==> src/rtl/rtpvp_pkg.sv <==
// ----------------------------------------------------------------------------
// rtpvp_pkg
// Shared types and constants for the RTP video line packetizer.
// ----------------------------------------------------------------------------
`default_nettype none

package rtpvp_pkg;

  localparam int unsigned HDR_LEN     = 20;
  localparam int unsigned QUEUE_DEPTH = 4;

  localparam logic [7:0]  RTP_VERSION_BYTE = 8'h80;
  localparam logic [15:0] MTU_MIN_BYTES    = 16'd40;
  localparam logic [15:0] MTU_OVERHEAD     = 16'd32;
  localparam logic [15:0] DEFAULT_PAYLOAD  = 16'd1200;

  localparam logic [6:0]  RST_PAYLOAD_TYPE = 7'd96;
  localparam logic [31:0] RST_SSRC         = 32'd0;
  localparam logic [15:0] RST_MTU_BYTES    = 16'd1500;
  localparam logic [15:0] RST_LINE_BYTES   = 16'd4800;
  localparam logic [15:0] RST_FRAME_LINES  = 16'd1080;

  typedef enum logic [2:0] {
    CFG_PAYLOAD_TYPE = 3'd0,
    CFG_SSRC         = 3'd1,
    CFG_MTU_BYTES    = 3'd2,
    CFG_LINE_BYTES   = 3'd3,
    CFG_FRAME_LINES  = 3'd4
  } cfg_index_t;

  typedef struct packed {
    logic [6:0]  payload_type;
    logic [31:0] sync_source_id;
    logic [15:0] mtu_bytes;
    logic [15:0] line_bytes;
    logic [15:0] frame_lines;
  } cfg_t;

  // one accepted video byte, classified
  typedef struct packed {
    logic [7:0]  pixel;
    logic        start;       // byte opens a chunk: header goes first
    logic        last;        // byte closes its chunk
    logic        frame_last;  // byte closes the frame's last chunk
    logic        marker;
    logic [15:0] seq;
    logic [31:0] timestamp;
    logic [15:0] len;
    logic [14:0] line;
    logic [14:0] offset;
  } cmd_t;

endpackage

`default_nettype wire

==> src/rtl/rtpvp_front.sv <==
// ----------------------------------------------------------------------------
// rtpvp_front
// Tracks line, offset, chunk and sequence state; tags each input byte.
// ----------------------------------------------------------------------------
`default_nettype none

module rtpvp_front (
  input  wire logic          clk,
  input  wire logic          rst,
  input  wire rtpvp_pkg::cfg_t cfg,
  input  wire logic          pixel_valid,
  output logic               pixel_ready,
  input  wire logic [7:0]    pixel_byte,
  input  wire logic [31:0]   frame_time,
  output logic               push_valid,
  input  wire logic          push_ready,
  output rtpvp_pkg::cmd_t    push_data
);

  logic [15:0] sequence_number;
  logic [15:0] line_index;
  logic [15:0] line_offset;
  logic [15:0] chunk_bytes_left;
  logic [31:0] latched_timestamp;
  logic        chunk_marker;

  logic [15:0] lb, fl, limit;
  logic        off_wrap, idx_wrap, start, accept;
  logic [15:0] idx_a, off_a, idx_b, off_b;
  logic [15:0] remaining, len;
  logic        marker_new, marker_eff;
  logic [31:0] ts_new;
  logic [15:0] cl_after, off_eff, idx_eff;

  always_comb begin
    lb    = (cfg.line_bytes == 16'd0) ? 16'd1 : cfg.line_bytes;
    fl    = (cfg.frame_lines == 16'd0) ? 16'd1 : cfg.frame_lines;
    limit = (cfg.mtu_bytes > rtpvp_pkg::MTU_MIN_BYTES) ?
            cfg.mtu_bytes - rtpvp_pkg::MTU_OVERHEAD : rtpvp_pkg::DEFAULT_PAYLOAD;

    off_wrap = line_offset >= lb;
    idx_a    = off_wrap ? line_index + 16'd1 : line_index;
    off_a    = off_wrap ? 16'd0 : line_offset;
    idx_wrap = idx_a >= fl;
    idx_b    = idx_wrap ? 16'd0 : idx_a;
    off_b    = idx_wrap ? 16'd0 : off_a;

    remaining  = lb - off_b;
    len        = (remaining < limit) ? remaining : limit;
    marker_new = (idx_b == fl - 16'd1) && (remaining <= limit);
    ts_new     = (idx_b == 16'd0 && off_b == 16'd0) ? frame_time : latched_timestamp;

    start      = chunk_bytes_left == 16'd0;
    cl_after   = (start ? len : chunk_bytes_left) - 16'd1;
    off_eff    = start ? off_b : line_offset;
    idx_eff    = start ? idx_b : line_index;
    marker_eff = start ? marker_new : chunk_marker;

    push_data.pixel      = pixel_byte;
    push_data.start      = start;
    push_data.last       = cl_after == 16'd0;
    push_data.frame_last = (cl_after == 16'd0) && marker_eff;
    push_data.marker     = marker_new;
    push_data.seq        = sequence_number;
    push_data.timestamp  = ts_new;
    push_data.len        = len;
    push_data.line       = idx_b[14:0];
    push_data.offset     = off_b[14:0];
  end

  assign push_valid  = pixel_valid;
  assign pixel_ready = push_ready;
  assign accept      = pixel_valid && push_ready;

  always_ff @(posedge clk) begin
    if (rst) begin
      sequence_number   <= '0;
      line_index        <= '0;
      line_offset       <= '0;
      chunk_bytes_left  <= '0;
      latched_timestamp <= '0;
      chunk_marker      <= 1'b0;
    end else if (accept) begin
      chunk_bytes_left <= cl_after;
      line_offset      <= off_eff + 16'd1;
      line_index       <= idx_eff;
      if (start) begin
        latched_timestamp <= ts_new;
        sequence_number   <= sequence_number + 16'd1;
        chunk_marker      <= marker_new;
      end
    end
  end

endmodule

`default_nettype wire

==> src/rtl/rtpvp_queue.sv <==
// ----------------------------------------------------------------------------
// rtpvp_queue
// Small register FIFO between the classifier and the packet writer.
// ----------------------------------------------------------------------------
`default_nettype none

module rtpvp_queue #(
  parameter int unsigned DEPTH = rtpvp_pkg::QUEUE_DEPTH
) (
  input  wire logic            clk,
  input  wire logic            rst,
  input  wire logic            push_valid,
  output logic                 push_ready,
  input  wire rtpvp_pkg::cmd_t push_data,
  output logic                 pop_valid,
  input  wire logic            pop,
  output rtpvp_pkg::cmd_t      pop_data
);

  localparam int unsigned PTR_W = (DEPTH > 1) ? $clog2(DEPTH) : 1;
  localparam int unsigned CNT_W = $clog2(DEPTH + 1);
  localparam logic [PTR_W-1:0] PTR_LAST = PTR_W'(DEPTH - 1);
  localparam logic [CNT_W-1:0] CNT_FULL = CNT_W'(DEPTH);

  rtpvp_pkg::cmd_t entries [DEPTH];
  logic [PTR_W-1:0] wr_ptr, rd_ptr;
  logic [CNT_W-1:0] count;
  logic do_push, do_pop;

  assign push_ready = count != CNT_FULL;
  assign pop_valid  = count != '0;
  assign pop_data   = entries[rd_ptr];
  assign do_push    = push_valid && push_ready;
  assign do_pop     = pop && pop_valid;

  always_ff @(posedge clk) begin
    if (do_push) begin
      entries[wr_ptr] <= push_data;
    end
  end

  always_ff @(posedge clk) begin
    if (rst) begin
      wr_ptr <= '0;
      rd_ptr <= '0;
      count  <= '0;
    end else begin
      if (do_push) begin
        wr_ptr <= (wr_ptr == PTR_LAST) ? '0 : wr_ptr + PTR_W'(1);
      end
      if (do_pop) begin
        rd_ptr <= (rd_ptr == PTR_LAST) ? '0 : rd_ptr + PTR_W'(1);
      end
      if (do_push && !do_pop) begin
        count <= count + CNT_W'(1);
      end else if (do_pop && !do_push) begin
        count <= count - CNT_W'(1);
      end
    end
  end

endmodule

`default_nettype wire

==> src/rtl/rtpvp_back.sv <==
// ----------------------------------------------------------------------------
// rtpvp_back
// Writes the 20-byte RTP/RFC 4175 header ahead of chunk-opening bytes and
// drives the registered output word.
// ----------------------------------------------------------------------------
`default_nettype none

module rtpvp_back (
  input  wire logic            clk,
  input  wire logic            rst,
  input  wire rtpvp_pkg::cfg_t cfg,
  input  wire logic            head_valid,
  input  wire rtpvp_pkg::cmd_t head,
  output logic                 pop,
  output logic                 packet_valid,
  input  wire logic            packet_ready,
  output logic [7:0]           packet_byte,
  output logic                 packet_end,
  output logic                 frame_end
);

  localparam int unsigned HDR_W = $clog2(rtpvp_pkg::HDR_LEN + 1);
  localparam logic [HDR_W-1:0] HDR_DONE = HDR_W'(rtpvp_pkg::HDR_LEN);

  logic [HDR_W-1:0] hdr_cnt;
  logic [7:0]       hdr_byte;
  logic             advance, in_header;

  always_comb begin
    case (hdr_cnt)
      HDR_W'(0):  hdr_byte = rtpvp_pkg::RTP_VERSION_BYTE;
      HDR_W'(1):  hdr_byte = {head.marker, cfg.payload_type};
      HDR_W'(2):  hdr_byte = head.seq[15:8];
      HDR_W'(3):  hdr_byte = head.seq[7:0];
      HDR_W'(4):  hdr_byte = head.timestamp[31:24];
      HDR_W'(5):  hdr_byte = head.timestamp[23:16];
      HDR_W'(6):  hdr_byte = head.timestamp[15:8];
      HDR_W'(7):  hdr_byte = head.timestamp[7:0];
      HDR_W'(8):  hdr_byte = cfg.sync_source_id[31:24];
      HDR_W'(9):  hdr_byte = cfg.sync_source_id[23:16];
      HDR_W'(10): hdr_byte = cfg.sync_source_id[15:8];
      HDR_W'(11): hdr_byte = cfg.sync_source_id[7:0];
      HDR_W'(14): hdr_byte = head.len[15:8];
      HDR_W'(15): hdr_byte = head.len[7:0];
      HDR_W'(16): hdr_byte = {1'b0, head.line[14:8]};
      HDR_W'(17): hdr_byte = head.line[7:0];
      HDR_W'(18): hdr_byte = {1'b0, head.offset[14:8]};
      HDR_W'(19): hdr_byte = head.offset[7:0];
      default:    hdr_byte = 8'h00;  // extended sequence
    endcase
  end

  assign advance   = !packet_valid || packet_ready;
  assign in_header = head.start && (hdr_cnt != HDR_DONE);
  assign pop       = advance && head_valid && !in_header;

  always_ff @(posedge clk) begin
    if (rst) begin
      packet_valid <= 1'b0;
      hdr_cnt      <= '0;
    end else if (advance) begin
      packet_valid <= head_valid;
      if (head_valid) begin
        hdr_cnt <= in_header ? hdr_cnt + HDR_W'(1) : '0;
      end
    end
  end

  always_ff @(posedge clk) begin
    if (advance && head_valid) begin
      if (in_header) begin
        packet_byte <= hdr_byte;
        packet_end  <= 1'b0;
        frame_end   <= 1'b0;
      end else begin
        packet_byte <= head.pixel;
        packet_end  <= head.last;
        frame_end   <= head.frame_last;
      end
    end
  end

  a_hdr_cnt_range: assert property (@(posedge clk) disable iff (rst)
    hdr_cnt <= HDR_DONE)
    else $error("header counter out of range");

  a_hdr_needs_start: assert property (@(posedge clk) disable iff (rst)
    hdr_cnt != '0 |-> head_valid && head.start)
    else $error("header in progress without a chunk-opening word");

  a_frame_end_closes_packet: assert property (@(posedge clk) disable iff (rst)
    packet_valid && frame_end |-> packet_end)
    else $error("frame end on a word that does not close a packet");

  a_header_then_pixel: assert property (@(posedge clk) disable iff (rst)
    advance && head_valid && hdr_cnt == HDR_DONE |-> pop)
    else $error("completed header not followed by its payload byte");

endmodule

`default_nettype wire

==> src/rtl/rtp_video_line_packetizer.sv <==
// ----------------------------------------------------------------------------
// rtp_video_line_packetizer
// Cuts raster video bytes into RTP/RFC 4175 packets: one 20-byte header per
// chunk of a line, chunk size bounded by the MTU.
//
//   channel   signals                                   dir
//   pixel     pixel_valid/ready, pixel_byte, frame_time in
//   packet    packet_valid/ready, packet_byte,          out
//             packet_end, frame_end
//   cfg       cfg_valid/ready, cfg_index, cfg_data      in
//
// One input word per cycle inside a chunk while the queue has room; a
// chunk-opening word costs its 20-byte header plus the byte on the output port.
// The classifier-to-writer queue (QUEUE_DEPTH words) absorbs header time,
// so input stalls only once it fills. Output is registered; no bubbles
// when packet_ready stays high. Synchronous reset, no clearing pass.
// ----------------------------------------------------------------------------
`default_nettype none

module rtp_video_line_packetizer #(
  parameter int unsigned QUEUE_DEPTH = rtpvp_pkg::QUEUE_DEPTH
) (
  input  wire logic        clk,
  input  wire logic        rst,
  input  wire logic        pixel_valid,
  output logic             pixel_ready,
  input  wire logic [7:0]  pixel_byte,
  input  wire logic [31:0] frame_time,
  output logic             packet_valid,
  input  wire logic        packet_ready,
  output logic [7:0]       packet_byte,
  output logic             packet_end,
  output logic             frame_end,
  input  wire logic        cfg_valid,
  output logic             cfg_ready,
  input  wire logic [2:0]  cfg_index,
  input  wire logic [31:0] cfg_data
);

  rtpvp_pkg::cfg_t cfg;
  rtpvp_pkg::cmd_t push_data, head;
  logic push_valid, push_ready, head_valid, pop;

  assign cfg_ready = 1'b1;

  always_ff @(posedge clk) begin
    if (rst) begin
      cfg.payload_type   <= rtpvp_pkg::RST_PAYLOAD_TYPE;
      cfg.sync_source_id <= rtpvp_pkg::RST_SSRC;
      cfg.mtu_bytes      <= rtpvp_pkg::RST_MTU_BYTES;
      cfg.line_bytes     <= rtpvp_pkg::RST_LINE_BYTES;
      cfg.frame_lines    <= rtpvp_pkg::RST_FRAME_LINES;
    end else if (cfg_valid) begin
      unique case (rtpvp_pkg::cfg_index_t'(cfg_index))
        rtpvp_pkg::CFG_PAYLOAD_TYPE: cfg.payload_type   <= cfg_data[6:0];
        rtpvp_pkg::CFG_SSRC:         cfg.sync_source_id <= cfg_data;
        rtpvp_pkg::CFG_MTU_BYTES:    cfg.mtu_bytes      <= cfg_data[15:0];
        rtpvp_pkg::CFG_LINE_BYTES:   cfg.line_bytes     <= cfg_data[15:0];
        rtpvp_pkg::CFG_FRAME_LINES:  cfg.frame_lines    <= cfg_data[15:0];
        default: ;
      endcase
    end
  end

  rtpvp_front u_front (
    .clk         (clk),
    .rst         (rst),
    .cfg         (cfg),
    .pixel_valid (pixel_valid),
    .pixel_ready (pixel_ready),
    .pixel_byte  (pixel_byte),
    .frame_time  (frame_time),
    .push_valid  (push_valid),
    .push_ready  (push_ready),
    .push_data   (push_data)
  );

  rtpvp_queue #(
    .DEPTH (QUEUE_DEPTH)
  ) u_queue (
    .clk        (clk),
    .rst        (rst),
    .push_valid (push_valid),
    .push_ready (push_ready),
    .push_data  (push_data),
    .pop_valid  (head_valid),
    .pop        (pop),
    .pop_data   (head)
  );

  rtpvp_back u_back (
    .clk          (clk),
    .rst          (rst),
    .cfg          (cfg),
    .head_valid   (head_valid),
    .head         (head),
    .pop          (pop),
    .packet_valid (packet_valid),
    .packet_ready (packet_ready),
    .packet_byte  (packet_byte),
    .packet_end   (packet_end),
    .frame_end    (frame_end)
  );

endmodule

`default_nettype wire

==> config.mk <==
export PLATFORM = sky130hd
export DESIGN_NAME = rtp_video_line_packetizer
export DESIGN_NICKNAME = d
export VERILOG_FILES = /design/src/rtl/rtpvp_pkg.sv /design/src/rtl/rtpvp_front.sv /design/src/rtl/rtpvp_queue.sv /design/src/rtl/rtpvp_back.sv /design/src/rtl/rtp_video_line_packetizer.sv
export SDC_FILE = /design/constraint.sdc
export NUM_CORES = 1
export LEC_CHECK = 0
export BUFFER_PORTS_ARGS = -buffer_cell sky130_fd_sc_hd__buf_2
export CORE_ASPECT_RATIO = 1.1
export CORE_UTILIZATION = 55
export DETAILED_ROUTE_END_ITERATION = 12
export GPL_ROUTABILITY_DRIVEN = 0
export PLACE_DENSITY = 0.72
export SLEW_MARGIN = 15
export SYNTH_ARGS = -nofsm -noshare
export SYNTH_HDL_FRONTEND = slang
export SYNTH_SLANG_ARGS = --single-unit
==> constraint.sdc <==
create_clock -name clk -period 13.2 [get_ports clk]
set_input_delay 1.32 -clock clk [delete_from_list [all_inputs] [get_ports clk]]
set_output_delay 1.32 -clock clk [all_outputs]
set_load 0.01 [all_outputs]
==> impl_metrics.toml <==
[status]
status = "completed"

[logic_synthesis]
syn_inst = 2430
ys_ff_latch = 633
synthesis.nets = 2593
yosysWarningCount = 0
syn_avg_cell_area_um2 = 12.0
syn_area_um2 = 29200
ys_seq_area_frac = 0.583
synthFlopType = "edfxtp_1"
synth.distinct_cells = 96
synth-async-reset-ratio = 0
synth_edf_count = 434

[global_route]
grt_use_total = 0.279
grt_pass1_wl_um = 114000
antenna_found_initial = 0
grt_overflow = 0
grt_pass1_vias = 19600
grt_max_degree = 107

[timing]
relSlewSlack = 0.232
fin_crit_sh = 0.888
finalSetupTns_ns = 0
period_needed_ns = 11.72
skew_ns = 0.0296
fin_ws_ns = 1.48
hold_viol = 0
tightestPinTransition_ns = 1.15
rsz0062_at_grt = "false"
finalSetupViolations = 0
fmax_mhz = 85.3
report.final.slew_viol_count = 0

[die]
die_w_um = 222
die_area_um2 = 54000
ios = 93
rows = 88
start_util = 0.556
coreArea_um2 = 52400
die_y_um = 244

[hold_path]
holdCritPathClass = "flop to flop"
min_from = "u_front.latched_timestamp[11]$_SDFFE_PP0P_"

[placed_design]
place_ws_ns = 1.88
dp_hpwl_um = 51000
place_area_um2 = 30200
portBuffers = 91

[clock_tree]
htreeDepth = 2
cts_tree = "yes"
numClockSinks = 633
post_cts_resized = 0
clock_latency_ns = 0.64
cts_buffers = 61
cts.path.max_buffers = 3
cts_root_buffer = "clkbuf_16"
clk_pin_slew_ns = 0.06
postCtsHoldBufs = 0
cts_setup_buffers = 0

[setup_path]
required_ns = 13.56
cp-end-kind = "flop"
crit_arrival_ns = 12.08
critPathMaxStageDelay_ns = 0.87
cp_max_fo = 21
path_class = "flop to flop"
timing.rr.start = "cfg[17]$_SDFFE_PP0P_"
startpoint = "cfg[17]$_SDFFE_PP0P_"
path_common_cell = "ha_1"
crit_slowest_cell = "nor3_2"
critPathLaunchType = "flop"

[routing]
antenna_left = 0
dr_total_vias = 20200
viasPerCell = 6.30
wl_um = 75900
drtIter0Drc = 2329
drt-wirelength-per-cell_um = 23.6
drc_errors = 0
dr.pass1.iters = 9

[cells_and_area]
regArea_um2 = 17000
multi_input_comb_area_um2 = 11300
stdcell_area_um2 = 32300
drive_gt1_frac = 0.162
area_delta_synth_final_pct = 10.8
fillers = 3955
layout.nets = 2648

[power]
irDropWorstVdd_uv = 117
p_leak_nw = 11.3
p_per_area_nw_per_um2 = 178
power_mw = 5.75

[flow_run]
cap_violations = 0
[stage by stage]
step | utilization | instances | hold WS (ns)
2_1_floorplan | - | 2430 | 0.431
3_3_place_gp | 0.576 | 3096 | 0.438
3_5_place_dp | 0.576 | 3096 | 0.443
4_1_cts | 0.617 | 3211 | 0.454
5_1_grt | 0.617 | 3212 | 0.475
6_report | 0.617 | 3213 | 0.453
[synthesized netlist by cell type, drive strengths merged (32+ instances only)]
cell | number | area share
edfxtp | 434 | 0.45
nand2 | 406 | 0.052
a21oi | 210 | 0.036
dfxtp | 199 | 0.14
nor2 | 134 | 0.018
mux4 | 106 | 0.082
clkbuf | 97 | 0.013
inv | 97 | 0.012
ha | 81 | 0.035
o21ai | 62 | 0.011
a22oi | 45 | 0.012
xnor2 | 42 | 0.013
nor3 | 38 | 0.0072
nand4 | 36 | 0.0079
mux2 | 33 | 0.013
nand3 | 32 | 0.0055
[path summary, 6_finish.rpt]
kind	endpoint	slack (ns)	depth (start not counted)
setup / recovery	u_queue.entries[3][96]$_DFFE_PP_	1.48	38
hold / removal	u_front.latched_timestamp[11]$_SDFFE_PP0P_	0.45	2
setup reg to reg	u_queue.entries[3][96]$_DFFE_PP_	1.48	38
hold reg to reg	u_front.latched_timestamp[11]$_SDFFE_PP0P_	0.45	2
[registers in the layout, summed over array words and instances (netlist names), named ones only]
signal and count:
cfg 87, u_back.frame_end 1, u_back.hdr_cnt 5, u_back.packet_byte 8, u_back.packet_end 1, u_back.packet_valid 1
u_front.chunk_bytes_left 16, u_front.chunk_marker 1, u_front.latched_timestamp 32, u_front.line_index 16, u_front.line_offset 16, u_front.sequence_number 16
u_queue.count 3, u_queue.entries 424, u_queue.rd_ptr 2, u_queue.wr_ptr 2
[where the power goes]
part           leakage [nW]  total [mW]  internal, mW  switching (mW)
sequential             5.58        2.48          2.37           0.109
combinational          4.68        1.45         0.551           0.900
clock                  1.02        1.82          1.04           0.781
total                  11.3        5.75          3.96            1.79
[per-layer routing]
metal / GRT usage / vias to the layer above / share of wire
li1: - / 9139 / -
met4: 0.107 / 0 / 0.038
met2: 0.464 / 960 / 0.48
met3: 0.0552 / 171 / 0.086
met5: 0 / - / 0
met1: 0.361 / 9971 / 0.39
[cell families after synthesis]
logic type	count (synthesis)	share of synthesized area
mux	146	0.0971
other cells	1	0.000129
compound gates	455	0.0994
xor+xnor	71	0.0213
flops	633	0.583
simple gates	815	0.132
fa+ha+maj	83	0.0361
buf+inv	226	0.0305
[critical path: cells and delay by family (launching register included)]
family / cells / cell delay, ns
adders and majority gates: 5 / 1.42
buffers and inverters: 1 / 0.08
and+or+nand+nor: 10 / 3.58
xor gates and xnor gates: 1 / 0.33
muxes: 1 / 0.36
DFF: 1 / 0.36
AOI/OAI and AO/OA: 20 / 5.32
[cell type report]
class,count,share of cell area
antenna,1,0.0000774
timing repair buffer,120,0.0211
multi-input combinational,1571,0.349
clock inverter,41,0.0143
sequential,633,0.527
clock buffer,74,0.0509
tap,675,0.0261
inverter,98,0.0114
[placed cells by master (no fill, tap or decap), drive strengths merged, types with 14 or more instances in the layout]
cell    synthesis  final
and3           31     31
ha             81     81
a31oi          15     15
or3            14     14
clkinv          1     21
mux4          106    106
nand3b         16     16
nor3           38     38
nand2         406    406
clkbuf         97     74
o21ai          62     62
and2           15     15
nor2          134    134
nand3          32     32
buf            31    120
xor2           29     29
dfxtp         199    199
a211oi         18     18
a21oi         210    210
edfxtp        434    434
xnor2          42     42
inv            97    104
nor4           29     29
nand2b         17     17
mux2           33     33
a22oi          45     45
nand4          36     36
Note: power is estimated with default switching activity, not from simulation.
